--- config.mk ---
export PLATFORM = sky130hd
export DESIGN_NAME = dual_stepper_motion_sequencer_flat
export DESIGN_NICKNAME = d
export VERILOG_FILES = /design/src/rtl/core/dsms_pkg.sv /design/src/rtl/core/dsms_stream_if.sv /design/src/rtl/core/dsms_cmd_fifo.sv /design/src/rtl/core/dsms_sequencer.sv /design/src/rtl/core/dsms_res_buf.sv /design/src/rtl/core/dual_stepper_motion_sequencer.sv /design/src/flat_wrapper.sv
export SDC_FILE = /design/constraint.sdc
export NUM_CORES = 1
export LEC_CHECK = 0
export BUFFER_PORTS_ARGS = -buffer_cell sky130_fd_sc_hd__buf_2
export CORE_AREA = 3 3 40 42
export CTS_CLUSTER_DIAMETER = 120
export DETAILED_ROUTE_END_ITERATION = 12
export DIE_AREA = 0 0 43 45
export PLACE_DENSITY = 0.47
export RECOVER_POWER = 100
export SLEW_MARGIN = 15
export SYNTH_ARGS = -nofsm -noshare
export SYNTH_HDL_FRONTEND = slang
export SYNTH_SLANG_ARGS = --single-unit
--- constraint.sdc ---
create_clock -name clk_i -period 2.8 [get_ports clk_i]
set_clock_uncertainty 0.2 [all_clocks]
set_input_delay 0.14 -clock clk_i [delete_from_list [all_inputs] [get_ports clk_i]]
set_output_delay 0.14 -clock clk_i [all_outputs]
set_load 0.02 [all_outputs]
--- src/rtl/core/dsms_pkg.sv ---
package dsms_pkg;

  // Field widths of the item and result beats
  localparam int unsigned AMOUNT_W  = 16;
  localparam int unsigned MOTION_W  = 2;
  localparam int unsigned COILS_W   = 4;
  localparam int unsigned QUEUED_W  = 5;
  localparam int unsigned STEPS_W   = 16;
  localparam int unsigned HP_W      = 8;
  localparam int unsigned RATE_W    = 8;
  localparam int unsigned CFG_W     = 16;
  localparam int unsigned CFG_IDX_W = 2;

  localparam int unsigned QUEUE_DEPTH_DEF = 16;

  // Turn amount, in degrees, that takes the programmed right-angle count
  localparam logic [AMOUNT_W-1:0] RIGHT_ANGLE_DEG = AMOUNT_W'(90);

  // Item opcodes
  localparam logic OP_TICK    = 1'b0;
  localparam logic OP_ENQUEUE = 1'b1;

  // Configuration register indexes
  localparam logic [CFG_IDX_W-1:0] REG_HALF_PERIOD = 2'd0;
  localparam logic [CFG_IDX_W-1:0] REG_STEPS_MM    = 2'd1;
  localparam logic [CFG_IDX_W-1:0] REG_STEPS_DEG   = 2'd2;
  localparam logic [CFG_IDX_W-1:0] REG_RIGHT_ANGLE = 2'd3;

  typedef enum logic [MOTION_W-1:0] {
    MOTION_FWD   = 2'd0,
    MOTION_BWD   = 2'd1,
    MOTION_LEFT  = 2'd2,
    MOTION_RIGHT = 2'd3
  } motion_e;

  typedef struct packed {
    logic                op;
    logic [MOTION_W-1:0] motion;
    logic [AMOUNT_W-1:0] amount;
  } in_item_t;

  typedef struct packed {
    logic [COILS_W-1:0]  left_coils;
    logic [COILS_W-1:0]  right_coils;
    logic                busy_res;
    logic [QUEUED_W-1:0] queued;
    logic                dropped;
  } res_item_t;

  // One queued command
  typedef struct packed {
    logic [MOTION_W-1:0] motion;
    logic [AMOUNT_W-1:0] amount;
  } cmd_t;

  typedef struct packed {
    logic [HP_W-1:0]    half_period;
    logic [RATE_W-1:0]  steps_per_mm;
    logic [RATE_W-1:0]  steps_per_degree;
    logic [STEPS_W-1:0] right_angle_steps;
  } cfg_t;

  localparam cfg_t CFG_RESET = '{
    half_period:       HP_W'(2),
    steps_per_mm:      RATE_W'(1),
    steps_per_degree:  RATE_W'(1),
    right_angle_steps: STEPS_W'(90)
  };

  // Coil drive status handed from the sequencer to the result path
  typedef struct packed {
    logic [COILS_W-1:0] left_coils;
    logic [COILS_W-1:0] right_coils;
    logic               busy;
  } seq_status_t;

endpackage

--- src/rtl/core/dsms_stream_if.sv ---
interface dsms_stream_if #(
  parameter type payload_t = logic
);
  logic     valid;
  logic     ready;
  payload_t payload;

  modport source (output valid, output payload, input ready);
  modport sink   (input valid, input payload, output ready);
endinterface

--- src/rtl/core/dsms_cmd_fifo.sv ---
module dsms_cmd_fifo
  import dsms_pkg::*;
#(
  parameter int unsigned DEPTH = QUEUE_DEPTH_DEF,
  localparam int unsigned PTR_W = (DEPTH > 1) ? $clog2(DEPTH) : 1,
  localparam int unsigned CNT_W = $clog2(DEPTH + 1)
) (
  input  logic             clk_i,
  input  logic             rst_ni,
  input  logic             push_i,
  input  cmd_t             push_data_i,
  input  logic             pop_i,
  output cmd_t             head_o,
  output logic             head_valid_o,
  output logic             full_o,
  output logic [CNT_W-1:0] count_next_o
);

  cmd_t             mem_q [DEPTH];
  cmd_t             head_q;
  logic [PTR_W-1:0] wr_ptr_q, wr_ptr_d;
  logic [PTR_W-1:0] rd_ptr_q, rd_ptr_d;
  logic [CNT_W-1:0] count_q, count_d;
  logic             do_push, do_pop;

  function automatic logic [PTR_W-1:0] next_slot(input logic [PTR_W-1:0] p);
    return (p == PTR_W'(DEPTH - 1)) ? '0 : p + PTR_W'(1);
  endfunction

  assign full_o       = (count_q == CNT_W'(DEPTH));
  assign head_valid_o = (count_q != '0);
  assign do_push      = push_i && !full_o;
  assign do_pop       = pop_i && head_valid_o;

  always_comb begin
    wr_ptr_d = do_push ? next_slot(wr_ptr_q) : wr_ptr_q;
    rd_ptr_d = do_pop  ? next_slot(rd_ptr_q) : rd_ptr_q;
    count_d  = count_q;
    if (do_push && !do_pop) begin
      count_d = count_q + CNT_W'(1);
    end else if (do_pop && !do_push) begin
      count_d = count_q - CNT_W'(1);
    end
  end

  assign count_next_o = count_d;
  assign head_o       = head_q;

  always_ff @(posedge clk_i) begin
    if (do_push) begin
      mem_q[wr_ptr_q] <= push_data_i;
    end
  end

  // Head holds the oldest entry: write through when empty, read ahead on pop
  always_ff @(posedge clk_i) begin
    if (do_push && !head_valid_o) begin
      head_q <= push_data_i;
    end else if (do_pop) begin
      head_q <= mem_q[rd_ptr_d];
    end
  end

  always_ff @(posedge clk_i or negedge rst_ni) begin
    if (!rst_ni) begin
      wr_ptr_q <= '0;
      rd_ptr_q <= '0;
      count_q  <= '0;
    end else begin
      wr_ptr_q <= wr_ptr_d;
      rd_ptr_q <= rd_ptr_d;
      count_q  <= count_d;
    end
  end

`ifndef NO_ASSERTIONS
  a_count_bound: assert property (@(posedge clk_i) disable iff (!rst_ni)
    count_q <= CNT_W'(DEPTH))
    else $error("command queue count above depth");

  a_ptr_match: assert property (@(posedge clk_i) disable iff (!rst_ni)
    (count_q == '0 || count_q == CNT_W'(DEPTH)) |-> (wr_ptr_q == rd_ptr_q))
    else $error("queue pointers disagree with count");
`endif

endmodule

--- src/rtl/core/dsms_sequencer.sv ---
module dsms_sequencer
  import dsms_pkg::*;
(
  input  logic        clk_i,
  input  logic        rst_ni,
  input  logic        tick_i,
  input  cfg_t        cfg_i,
  input  cmd_t        head_i,
  input  logic        head_valid_i,
  output logic        pop_o,
  output seq_status_t status_o
);

  logic [MOTION_W-1:0] motion_q, motion_d;
  logic [STEPS_W-1:0]  steps_q, steps_d;
  logic [1:0]          coil_q, coil_d;
  logic                high_q, high_d;
  logic [HP_W-1:0]     tick_q, tick_d;
  logic                running_q, running_d;

  logic [RATE_W-1:0]          rate;
  logic [AMOUNT_W+RATE_W-1:0] product;
  logic [STEPS_W-1:0]         prod16, turn_n, step_n;
  logic                       phase_end;
  logic [1:0]                 li, ri;

  // Step count of the head command
  always_comb begin
    rate    = head_i.motion[1] ? cfg_i.steps_per_degree : cfg_i.steps_per_mm;
    product = head_i.amount * rate;
    prod16  = product[STEPS_W-1:0];
    turn_n  = (head_i.amount == RIGHT_ANGLE_DEG) ? cfg_i.right_angle_steps : prod16;
    step_n  = head_i.motion[1] ? (turn_n >> 1) : prod16;
  end

  // A zero half period ends every phase at once, same as one
  assign phase_end = ({1'b0, tick_q} + (HP_W + 1)'(1)) >= {1'b0, cfg_i.half_period};

  always_comb begin
    motion_d  = motion_q;
    steps_d   = steps_q;
    coil_d    = coil_q;
    high_d    = high_q;
    tick_d    = tick_q;
    running_d = running_q;
    pop_o     = 1'b0;
    if (tick_i) begin
      if (running_q) begin
        if (phase_end) begin
          tick_d = '0;
          if (high_q) begin
            high_d = 1'b0;
          end else begin
            steps_d = steps_q - STEPS_W'(1);
            coil_d  = coil_q + 2'd1;
            if (steps_q == STEPS_W'(1)) begin
              running_d = 1'b0;
            end else begin
              high_d = 1'b1;
            end
          end
        end else begin
          tick_d = tick_q + HP_W'(1);
        end
      end else if (head_valid_i) begin
        pop_o    = 1'b1;
        motion_d = head_i.motion;
        if (step_n != '0) begin
          steps_d   = step_n;
          running_d = 1'b1;
          high_d    = 1'b1;
          tick_d    = '0;
          coil_d    = '0;
        end
      end
    end
  end

  // Coil order per direction, taken from the updated state
  always_comb begin
    unique case (motion_e'(motion_d))
      MOTION_FWD: begin
        li = coil_d;
        ri = coil_d;
      end
      MOTION_BWD: begin
        li = ~coil_d;
        ri = ~coil_d;
      end
      MOTION_LEFT: begin
        li = ~coil_d;
        ri = coil_d;
      end
      default: begin
        li = coil_d;
        ri = ~coil_d;
      end
    endcase
    status_o.busy        = running_d;
    status_o.left_coils  = '0;
    status_o.right_coils = '0;
    if (running_d && high_d) begin
      status_o.left_coils  = COILS_W'(1) << li;
      status_o.right_coils = COILS_W'(1) << ri;
    end
  end

  always_ff @(posedge clk_i or negedge rst_ni) begin
    if (!rst_ni) begin
      motion_q  <= '0;
      steps_q   <= '0;
      coil_q    <= '0;
      high_q    <= 1'b0;
      tick_q    <= '0;
      running_q <= 1'b0;
    end else begin
      motion_q  <= motion_d;
      steps_q   <= steps_d;
      coil_q    <= coil_d;
      high_q    <= high_d;
      tick_q    <= tick_d;
      running_q <= running_d;
    end
  end

`ifndef NO_ASSERTIONS
  a_idle_quiet: assert property (@(posedge clk_i) disable iff (!rst_ni)
    !running_q |-> (!high_q && tick_q == '0))
    else $error("idle sequencer holds phase state");

  a_run_steps: assert property (@(posedge clk_i) disable iff (!rst_ni)
    running_q |-> (steps_q != '0))
    else $error("running with no steps left");

  a_start_state: assert property (@(posedge clk_i) disable iff (!rst_ni)
    $rose(running_q) |-> (high_q && coil_q == '0 && $past(pop_o)))
    else $error("command started without a pop or in the wrong phase");
`endif

endmodule

--- src/rtl/core/dsms_res_buf.sv ---
module dsms_res_buf
  import dsms_pkg::*;
(
  input  logic      clk_i,
  input  logic      rst_ni,
  input  logic      push_i,
  input  res_item_t push_data_i,
  output logic      space_o,
  output logic      valid_o,
  output res_item_t data_o,
  input  logic      ready_i
);

  res_item_t  slot_q [2];
  logic       wr_q, rd_q;
  logic [1:0] cnt_q;
  logic       do_pop;

  assign space_o = (cnt_q != 2'd2);
  assign valid_o = (cnt_q != 2'd0);
  assign data_o  = slot_q[rd_q];
  assign do_pop  = valid_o && ready_i;

  always_ff @(posedge clk_i) begin
    if (push_i) begin
      slot_q[wr_q] <= push_data_i;
    end
  end

  always_ff @(posedge clk_i or negedge rst_ni) begin
    if (!rst_ni) begin
      wr_q  <= 1'b0;
      rd_q  <= 1'b0;
      cnt_q <= 2'd0;
    end else begin
      if (push_i) begin
        wr_q <= ~wr_q;
      end
      if (do_pop) begin
        rd_q <= ~rd_q;
      end
      if (push_i && !do_pop) begin
        cnt_q <= cnt_q + 2'd1;
      end else if (do_pop && !push_i) begin
        cnt_q <= cnt_q - 2'd1;
      end
    end
  end

endmodule

--- src/rtl/core/dual_stepper_motion_sequencer.sv ---
// Channel  Dir  Beat payload                                      Accepted when
// in_i     in   op, motion, amount                                valid && ready
// out_o    out  left_coils, right_coils, busy_res, queued, dropped valid && ready
// cfg      in   cfg_idx_i, cfg_wdata_i                            cfg_we_i
//
// One input beat per cycle while a result slot is free; its result beat is available the next cycle.
// The command queue and the step sequencer both update in the cycle a beat
// is accepted; a two-entry result buffer lets input run while results wait.
// Input ready drops only when both result slots are occupied.
// Reset clears all control state; queue contents are not cleared.
module dual_stepper_motion_sequencer
  import dsms_pkg::*;
#(
  parameter int unsigned QUEUE_DEPTH = QUEUE_DEPTH_DEF
) (
  input  logic                 clk_i,
  input  logic                 rst_ni,
  dsms_stream_if.sink          in_i,
  dsms_stream_if.source        out_o,
  input  logic                 cfg_we_i,
  input  logic [CFG_IDX_W-1:0] cfg_idx_i,
  input  logic [CFG_W-1:0]     cfg_wdata_i
);

  localparam int unsigned CNT_W = $clog2(QUEUE_DEPTH + 1);

  in_item_t         item;
  cfg_t             cfg_q;
  logic             fire, tick, enq;
  logic             space;
  cmd_t             enq_cmd, head;
  logic             head_valid, full, pop;
  logic [CNT_W-1:0] count_next;
  seq_status_t      status;
  res_item_t        res, res_out;

  assign item = in_i.payload;

  // Classify the accepted beat: tick advances time, enqueue feeds the queue
  assign in_i.ready = space;
  assign fire       = in_i.valid && space;
  assign tick       = fire && (item.op == OP_TICK);
  assign enq        = fire && (item.op == OP_ENQUEUE);

  assign enq_cmd.motion = item.motion;
  assign enq_cmd.amount = item.amount;

  // Configuration registers; writes beyond the list are dropped
  always_ff @(posedge clk_i or negedge rst_ni) begin
    if (!rst_ni) begin
      cfg_q <= CFG_RESET;
    end else if (cfg_we_i) begin
      case (cfg_idx_i)
        REG_HALF_PERIOD: cfg_q.half_period       <= cfg_wdata_i[HP_W-1:0];
        REG_STEPS_MM:    cfg_q.steps_per_mm      <= cfg_wdata_i[RATE_W-1:0];
        REG_STEPS_DEG:   cfg_q.steps_per_degree  <= cfg_wdata_i[RATE_W-1:0];
        REG_RIGHT_ANGLE: cfg_q.right_angle_steps <= cfg_wdata_i[STEPS_W-1:0];
        default: ;
      endcase
    end
  end

  // Front: command queue with a read-ahead head register
  dsms_cmd_fifo #(
    .DEPTH (QUEUE_DEPTH)
  ) u_fifo (
    .clk_i        (clk_i),
    .rst_ni       (rst_ni),
    .push_i       (enq),
    .push_data_i  (enq_cmd),
    .pop_i        (pop),
    .head_o       (head),
    .head_valid_o (head_valid),
    .full_o       (full),
    .count_next_o (count_next)
  );

  // Back: step timing and coil drive
  dsms_sequencer u_seq (
    .clk_i        (clk_i),
    .rst_ni       (rst_ni),
    .tick_i       (tick),
    .cfg_i        (cfg_q),
    .head_i       (head),
    .head_valid_i (head_valid),
    .pop_o        (pop),
    .status_o     (status)
  );

  // Assemble the result beat from the updated state
  always_comb begin
    res.left_coils  = status.left_coils;
    res.right_coils = status.right_coils;
    res.busy_res    = status.busy;
    res.queued      = QUEUED_W'(count_next);
    res.dropped     = enq && full;
  end

  dsms_res_buf u_res (
    .clk_i       (clk_i),
    .rst_ni      (rst_ni),
    .push_i      (fire),
    .push_data_i (res),
    .space_o     (space),
    .valid_o     (out_o.valid),
    .data_o      (res_out),
    .ready_i     (out_o.ready)
  );

  assign out_o.payload = res_out;

endmodule
--- src/flat_wrapper.sv ---
// flat-port wrapper written by rule: the top's interface ports become plain ports
module dual_stepper_motion_sequencer_flat import dsms_pkg::*;
#(
  parameter int unsigned QUEUE_DEPTH = QUEUE_DEPTH_DEF
)
  (clk_i, rst_ni, cfg_we_i, cfg_idx_i, cfg_wdata_i, in_i_valid, in_i_payload, in_i_ready, out_o_valid, out_o_payload, out_o_ready);
  dsms_stream_if in_i_i ();
  dsms_stream_if out_o_i ();
  input  logic clk_i;
  input  logic rst_ni;
  input  logic cfg_we_i;
  input  logic [CFG_IDX_W-1:0] cfg_idx_i;
  input  logic [CFG_W-1:0] cfg_wdata_i;
  input wire logic [$bits(in_i_i.valid)-1:0] in_i_valid;
  input wire logic [$bits(in_i_i.payload)-1:0] in_i_payload;
  output wire logic [$bits(in_i_i.ready)-1:0] in_i_ready;
  output wire logic [$bits(out_o_i.valid)-1:0] out_o_valid;
  output wire logic [$bits(out_o_i.payload)-1:0] out_o_payload;
  input wire logic [$bits(out_o_i.ready)-1:0] out_o_ready;
  assign in_i_i.valid = in_i_valid;
  assign in_i_i.payload = in_i_payload;
  assign in_i_ready = in_i_i.ready;
  assign out_o_valid = out_o_i.valid;
  assign out_o_payload = out_o_i.payload;
  assign out_o_i.ready = out_o_ready;
  dual_stepper_motion_sequencer #(.QUEUE_DEPTH(QUEUE_DEPTH)) u_core (.clk_i(clk_i), .rst_ni(rst_ni), .in_i(in_i_i), .out_o(out_o_i), .cfg_we_i(cfg_we_i), .cfg_idx_i(cfg_idx_i), .cfg_wdata_i(cfg_wdata_i));
endmodule
==> results of run 1 <==
layout by cell type, fill, tap and decap left out, drive strengths merged:
cell	n
and2	1
buf	2
clkbuf	6
conb	1
dfrtp	2
dlygate4sd3	1
ha	1
nand2	1
nand2b	1
nor2	1
or2	1
xnor2	1
xor2	2
power breakdown:
part           leakage, nW  internal, mW  total (mW)  switching [mW]
registers           0.0234        0.0462      0.0610          0.0148
logic               0.0507        0.0472       0.106          0.0585
clock network       0.0138        0.0472      0.0631          0.0159
total               0.0878         0.141       0.230          0.0892
metal layers:
layer  global-route usage [%]  part of all wire (%)
met2                     3.59                    30
met3                     3.98                    15
met5                        0                     0
met1                     3.86                    55
met4                     5.42                     0
how the worst max path moves through the flow:
| stage | slack (ns) | start | end |
|---|---|---|---|
| after floorplan | 1.09 | u_core.u_res.cnt_q[0] | u_core.u_res.cnt_q[1] |
| after global placement | 1.17 | u_core.u_res.cnt_q[0] | u_core.u_res.cnt_q[1] |
| after detailed placement | 1.16 | u_core.u_res.cnt_q[0] | u_core.u_res.cnt_q[1] |
| after CTS | 1.15 | u_core.u_res.cnt_q[0] | u_core.u_res.cnt_q[1] |
| after global routing | 1.01 | u_core.u_res.cnt_q[0] | u_core.u_res.cnt_q[1] |
| final | 1.16 | u_core.u_res.cnt_q[0] | u_core.u_res.cnt_q[1] |
cells by family after synthesis:
kind of cell  after synthesis  synth area share [%]
xor+xnor                    3                  20.8
flops                       2                  39.6
fa+ha+maj                   1                  9.90
other cells                 1                  2.97
buf+inv                     1                  5.94
simple gates                5                  20.8
critical path: stages (launching register included):
cell and delay (ns):
dfrtp_1 0.41, nand2b_1 0.18, and2_0 0.16, ha_1 0.20, xor2_1 0.15, nor2_1 0.11, xor2_1 0.15
final cells by class:
| type | count | area (um2) |
|---|---|---|
| Clock buffer | 3 | 22.5 |
| Fill cell | 158 | 1090 |
| Multi-Input combinational cell | 10 | 68.8 |
| Sequential cell | 2 | 50.0 |
| Tap cell | 15 | 18.8 |
| Timing Repair Buffer | 6 | 31.3 |
per-stage QoR:
stage	worst slack, ns	instance area [um2]
6_report	1.16	191
5_1_grt	1.01	191
4_1_cts	1.15	195
3_5_place_dp	1.16	163
3_3_place_gp	1.17	163
2_1_floorplan	1.09	126
synth_stat cells:
cell type | count | area, um2
and2_1 | 1 | 6.26
buf_4 | 1 | 7.51
conb_1 | 1 | 3.75
dfrtp_1 | 2 | 50.1
ha_1 | 1 | 12.5
nand2_1 | 1 | 3.75
nand2b_1 | 1 | 6.26
nor2_1 | 1 | 3.75
or2_2 | 1 | 6.26
xnor2_1 | 1 | 8.76
xor2_1 | 2 | 17.5
==> summary.md, run 1 <==
| Metric | Value |
|---|---|
| Status | `completed` |
| Nets | `48` |
| I/O pins | `27` |
| Sequential share of the synthesized area | `just under 40%` |
| Worst-path clk slew | `approximately 0.03 ns` |
| Hold-fix buffers at CTS | `1` |
| Row count | `13` |
| Final period util | `between 50 and 60%` |
| Vias in the first global route | `~120` |
| Via count | `105` |
| Total wire length | `around 280 um` |
| Finished Layout Cells | `36` |
| Setup CP Type | `register to register` |
| H-Tree Level Count | `1` |
| Element type at the critical path start | `register` |
| Worst R2R Setup Slack | `1.16 ns` |
| Pin count of the biggest net entering global routing | `5` |
| Routed Antenna Nets | `0` |
| Synthesized cell area | `~130 um2` |
| Num Clock Sinks | `2` |
| Residual DRC | `0` |
| Max Cap Viol | `0` |
| Worst Path Required | `between 2 and 3 ns` |
| P_leak | `0.0878 nW` |
| FF+latch count, synth | `2` |
| All-Layer GR Usage | `under 10%` |
| Synthesized Nets | `38` |
| Final Setup Violations | `0` |
| First-pass GRT wire length | `between 400 and 500 um` |
| Setup TNS | `0 ns` |
| Worst hold margin | `~0.043 ns` |
| Maximum vdd ir drop | `approximately 0.00021 V` |
| Vias/cell | `approximately 3` |
| Fin util | `between 10% and 20%` |
| Placed Cells | `32` |
| Crit path capture type | `register` |
| Mapped Cells | `13` |
| GP Congestion | `between 0.5 and 0.6` |
| Top Registers | `u_core.u_res.cnt_q x2` |
| Syn Area/Cell | `9.72 um2` |
| Ratio of cells with drive above 1 in the final layout | `28.6%` |
| Hold Vio Cnt, Final | `0` |
| Final Max Slew Viols | `0` |
| Drt pass-1 iters | `2` |
| Port bufs | `5` |
| Reg-to-Reg End | `u_core.u_res.cnt_q[1]` |
| Total power | `roughly 0.23 mW` |
| Area of the core | `1280 um2` |
| Distinct cells, synth | `11` |
| DPL Wire Length | `~210 um` |
| Achievable frequency | `608 MHz` |
| Yosys warns | `0` |
| Initial antenna violation count | `0` |
| Post-DR wirelength/cell | `~7.6 um` |
| Area Growth Syn to Fin | `51.5%` |
| Post-cts resize count | `0` |
| Worst Hold Class | `input port to asynchronous set/reset pin` |
| CP arrival | `approximately 1.6 ns` |
| R2R depth | `6` |
| R2r startpoint | `u_core.u_res.cnt_q[0]` |
| DIE HEIGHT | `approximately 45 um` |
| Die X-Extent | `43 um` |
| Clock Tree Root | `clkbuf_4` |
| RSZ-0062 raised after global routing | `false` |
| Overflow after GRT | `0` |
| CTS tree | `done` |
| Setup Buffers After CTS | `0` |
| Crit path max fanout | `4` |
| Max FFs per register | `2` |
| Biggest register | `u_core.u_res.cnt_q` |
| Number of diodes | `0` |
| Die area | `between 1500 and 2000 um2` |
| Worst-Skew Late Latency | `0.22 ns` |
| Min Tclk post-route | `between 1.5 and 2 ns` |
| Cts bufs inserted | `3` |
| Worst-case clock buffer depth | `2` |
| Initial Utilization | `roughly a tenth` |
| DR iter-0 viols | `2` |
| PwrDens | `1200 nW/um2` |
Note: power is estimated with default switching activity, not from simulation.
==> run 2, diff against run 1 <==
Settings changed: PLACE_DENSITY 0.47 to 0.48.
Clock period 2.8 ns to 1.5 ns, I/O delays scaled along.
==> summary.md, run 2 (synthesis gave the netlist of run 1 again) <==
| Metric | Value |
|---|---|
| Status | `finished with violations (was completed)` |
| Failing checks | `negative setup slack` |
| Cells along the critical path | `buf_4 > nand2b_4 > and2_4 > ha_4 > xor2_1 > nor2_1 > xor2_1 (was nand2b_1 > and2_0 > ha_1 > xor2_1 > nor2_1 > xor2_1)` |
| Die area | `1940 um2 (unchanged)` |
| Area of the core | `1280 um2 (unchanged)` |
| Via count | `129 (was 105)` |
| Maximum vdd ir drop | `0.000534 V (was 0.000208 V)` |
| Max FFs per register | `2 (unchanged)` |
| Drt pass-1 iters | `1 (was 2)` |
| Vias/cell | `3.07 (was 2.92)` |
| R2r startpoint | `u_core.u_res.cnt_q[1] (was u_core.u_res.cnt_q[0])` |
| Ratio of cells with drive above 1 in the final layout | `66.7% (was 28.6%)` |
| Biggest register | `u_core.u_res.cnt_q (unchanged)` |
| Worst Hold Class | `input port to register (was input port to asynchronous set/reset pin)` |
| DR iter-0 viols | `0 (was 2)` |
| Initial antenna violation count | `0 (unchanged)` |
| Total wire length | `349 um (was 275 um)` |
| Cts bufs inserted | `3 (unchanged)` |
| DPL Wire Length | `241 um (was 207 um)` |
| All-Layer GR Usage | `5.25% (was 3.91%)` |
| Num Clock Sinks | `2 (unchanged)` |
| Worst R2R Setup Slack | `-0.01 ns (was 1.16 ns)` |
| Final Max Slew Viols | `0 (unchanged)` |
| Achievable frequency | `662 MHz (was 608 MHz)` |
| Routed Antenna Nets | `0 (unchanged)` |
| Element type at the critical path start | `register (unchanged)` |
| R2R depth | `7 (was 6)` |
| Clock Tree Root | `clkbuf_4 (unchanged)` |
| Nets | `54 (was 48)` |
| Vias in the first global route | `145 (was 115)` |
| I/O pins | `27 (unchanged)` |
| Reg-to-Reg End | `u_core.u_res.cnt_q[1] (unchanged)` |
| Worst path bufs/invs | `1 (was 0)` |
| Setup TNS | `-0.00992 ns (was 0 ns)` |
| Initial Utilization | `9.83% (unchanged)` |
| P_leak | `0.135 nW (was 0.0878 nW)` |
| Worst slack, placed | `-0.0491 ns (was 1.16 ns)` |
| Min Tclk post-route | `1.51 ns (was 1.64 ns)` |
| Row count | `13 (unchanged)` |
| First-pass GRT wire length | `614 um (was 462 um)` |
| DIE HEIGHT | `45 um (unchanged)` |
| Min-Delay Path Depth | `4` |
| CP arrival | `1.41 ns (was 1.59 ns)` |
| CTS tree | `done (unchanged)` |
| Most frequent cells in the layout | `buf_2 (5), buf_4 (5), clkbuf_4 (3) (was clkbuf_4 (3), clkbuf_1 (3), xor2_1 (2), buf_2 (2), dfrtp_1 (2))` |
| CP max stage delay | `0.38 ns (was 0.41 ns)` |
| Number of diodes | `0 (unchanged)` |
| Max Cap Viol | `0 (unchanged)` |
| Die X-Extent | `43 um (unchanged)` |
| # fillers | `138 (was 158)` |
| CP dominant cell by count | `xor2_1 (unchanged)` |
| RSZ-0062 raised after global routing | `true (was false)` |
| Overflow after GRT | `0 (unchanged)` |
| Worst Path Required | `1.40 ns (was 2.74 ns)` |
| PwrDens | `2240 nW/um2 (was 1200 nW/um2)` |
| Hold Vio Cnt, Final | `0 (unchanged)` |
| Crit-path leading delay family | `flip-flops (was simple AND/OR/NAND/NOR gates)` |
| Top Registers | `u_core.u_res.cnt_q x2 (unchanged)` |
| Worst-case clock buffer depth | `2 (unchanged)` |
| Pin count of the biggest net entering global routing | `4 (was 5)` |
| Final worst slack | `-0.00992 ns (was 1.16 ns)` |
| Worst-path clk slew | `0.03 ns (about the same)` |
| Fin util | `21.4% (was 14.9%)` |
| Port bufs | `5 (unchanged)` |
| Setup CP Type | `register to register (unchanged)` |
| Final period util | `101% (was 58.7%)` |
| Crit path max fanout | `3 (was 4)` |
| Final Setup Violations | `1 (was 0)` |
| Hold EP | `u_core.u_res.cnt_q[0]` |
| CP max-delay cell | `dfrtp_1 (unchanged)` |
| GP Congestion | `0.655 (was 0.589)` |
| Crit path capture type | `register (unchanged)` |
| Post-DR wirelength/cell | `8.31 um (was 7.64 um)` |
| Worst-Skew Late Latency | `0.22 ns (about the same)` |
| Worst hold margin | `0.0626 ns (was 0.0435 ns)` |
| H-Tree Level Count | `1 (unchanged)` |
| Hold_sp | `out_o_ready` |
| Residual DRC | `0 (unchanged)` |
| Area Growth Syn to Fin | `118% (was 51.5%)` |
[run 2: worst max-delay path by stage]
stage	start	endpoint	slack [ns]	cells past startpoint
floorplan	u_core.u_res.cnt_q[0]	u_core.u_res.cnt_q[1]	-0.05	6
global placement	u_core.u_res.cnt_q[1]	u_core.u_res.cnt_q[1]	-0.005	6
detailed placement	u_core.u_res.cnt_q[0]	u_core.u_res.cnt_q[1]	-0.05	6
CTS	u_core.u_res.cnt_q[1]	u_core.u_res.cnt_q[1]	-0.02	7
global route	u_core.u_res.cnt_q[0]	u_core.u_res.cnt_q[1]	-0.10	6
finish	u_core.u_res.cnt_q[1]	u_core.u_res.cnt_q[1]	-0.01	7
[run 2: per-stage QoR]
stage,total power [mW],area [um2],cells
2_1_floorplan,0.334,154,13
3_3_place_gp,0.414,205,34
3_5_place_dp,0.434,205,34
4_1_cts,0.615,268,41
5_1_grt,0.674,275,42
6_report,0.618,275,42
[run 2: timing repair]
action | in CTS | in global routing
resized for setup | 1 | 0
pin swaps | 5 | 1
hold buffers | 2 | 0
endpoints found under the hold margin | 2 | 0
buffers inserted | 2 | 1
endpoints found under the setup margin | 1 | 1
[run 2: routing by layer]
metal | up-vias | GRT usage (%) | part of all wire, %
li1 | 65 | - | -
met1 | 57 | 5.80 | 48
met2 | 7 | 5.39 | 39
met3 | 0 | 2.39 | 12
met4 | 0 | 9.04 | 0
met5 | - | 0 | 0
[run 2: cell type report]
class	instances	area, um2	share of cell area (%)
clock buffer	3	22.5	8.18
multi-input combinational	10	101	36.8
sequential	2	50.0	18.2
tap	15	18.8	6.82
timing repair buffer	12	82.6	30.0
[run 2: power by group]
group	total, mW	switching (mW)	internal, mW
registers	0.109	0.0229	0.0863
logic	0.389	0.163	0.226
clock network	0.119	0.0311	0.0883
[run 2: worst reg2reg max path: stages (launching register included)]
cell and delay [ns]:
dfrtp_1 0.38, buf_4 0.15, nand2b_4 0.06, and2_4 0.14
ha_4 0.12, xor2_1 0.14, nor2_1 0.06, xor2_1 0.14
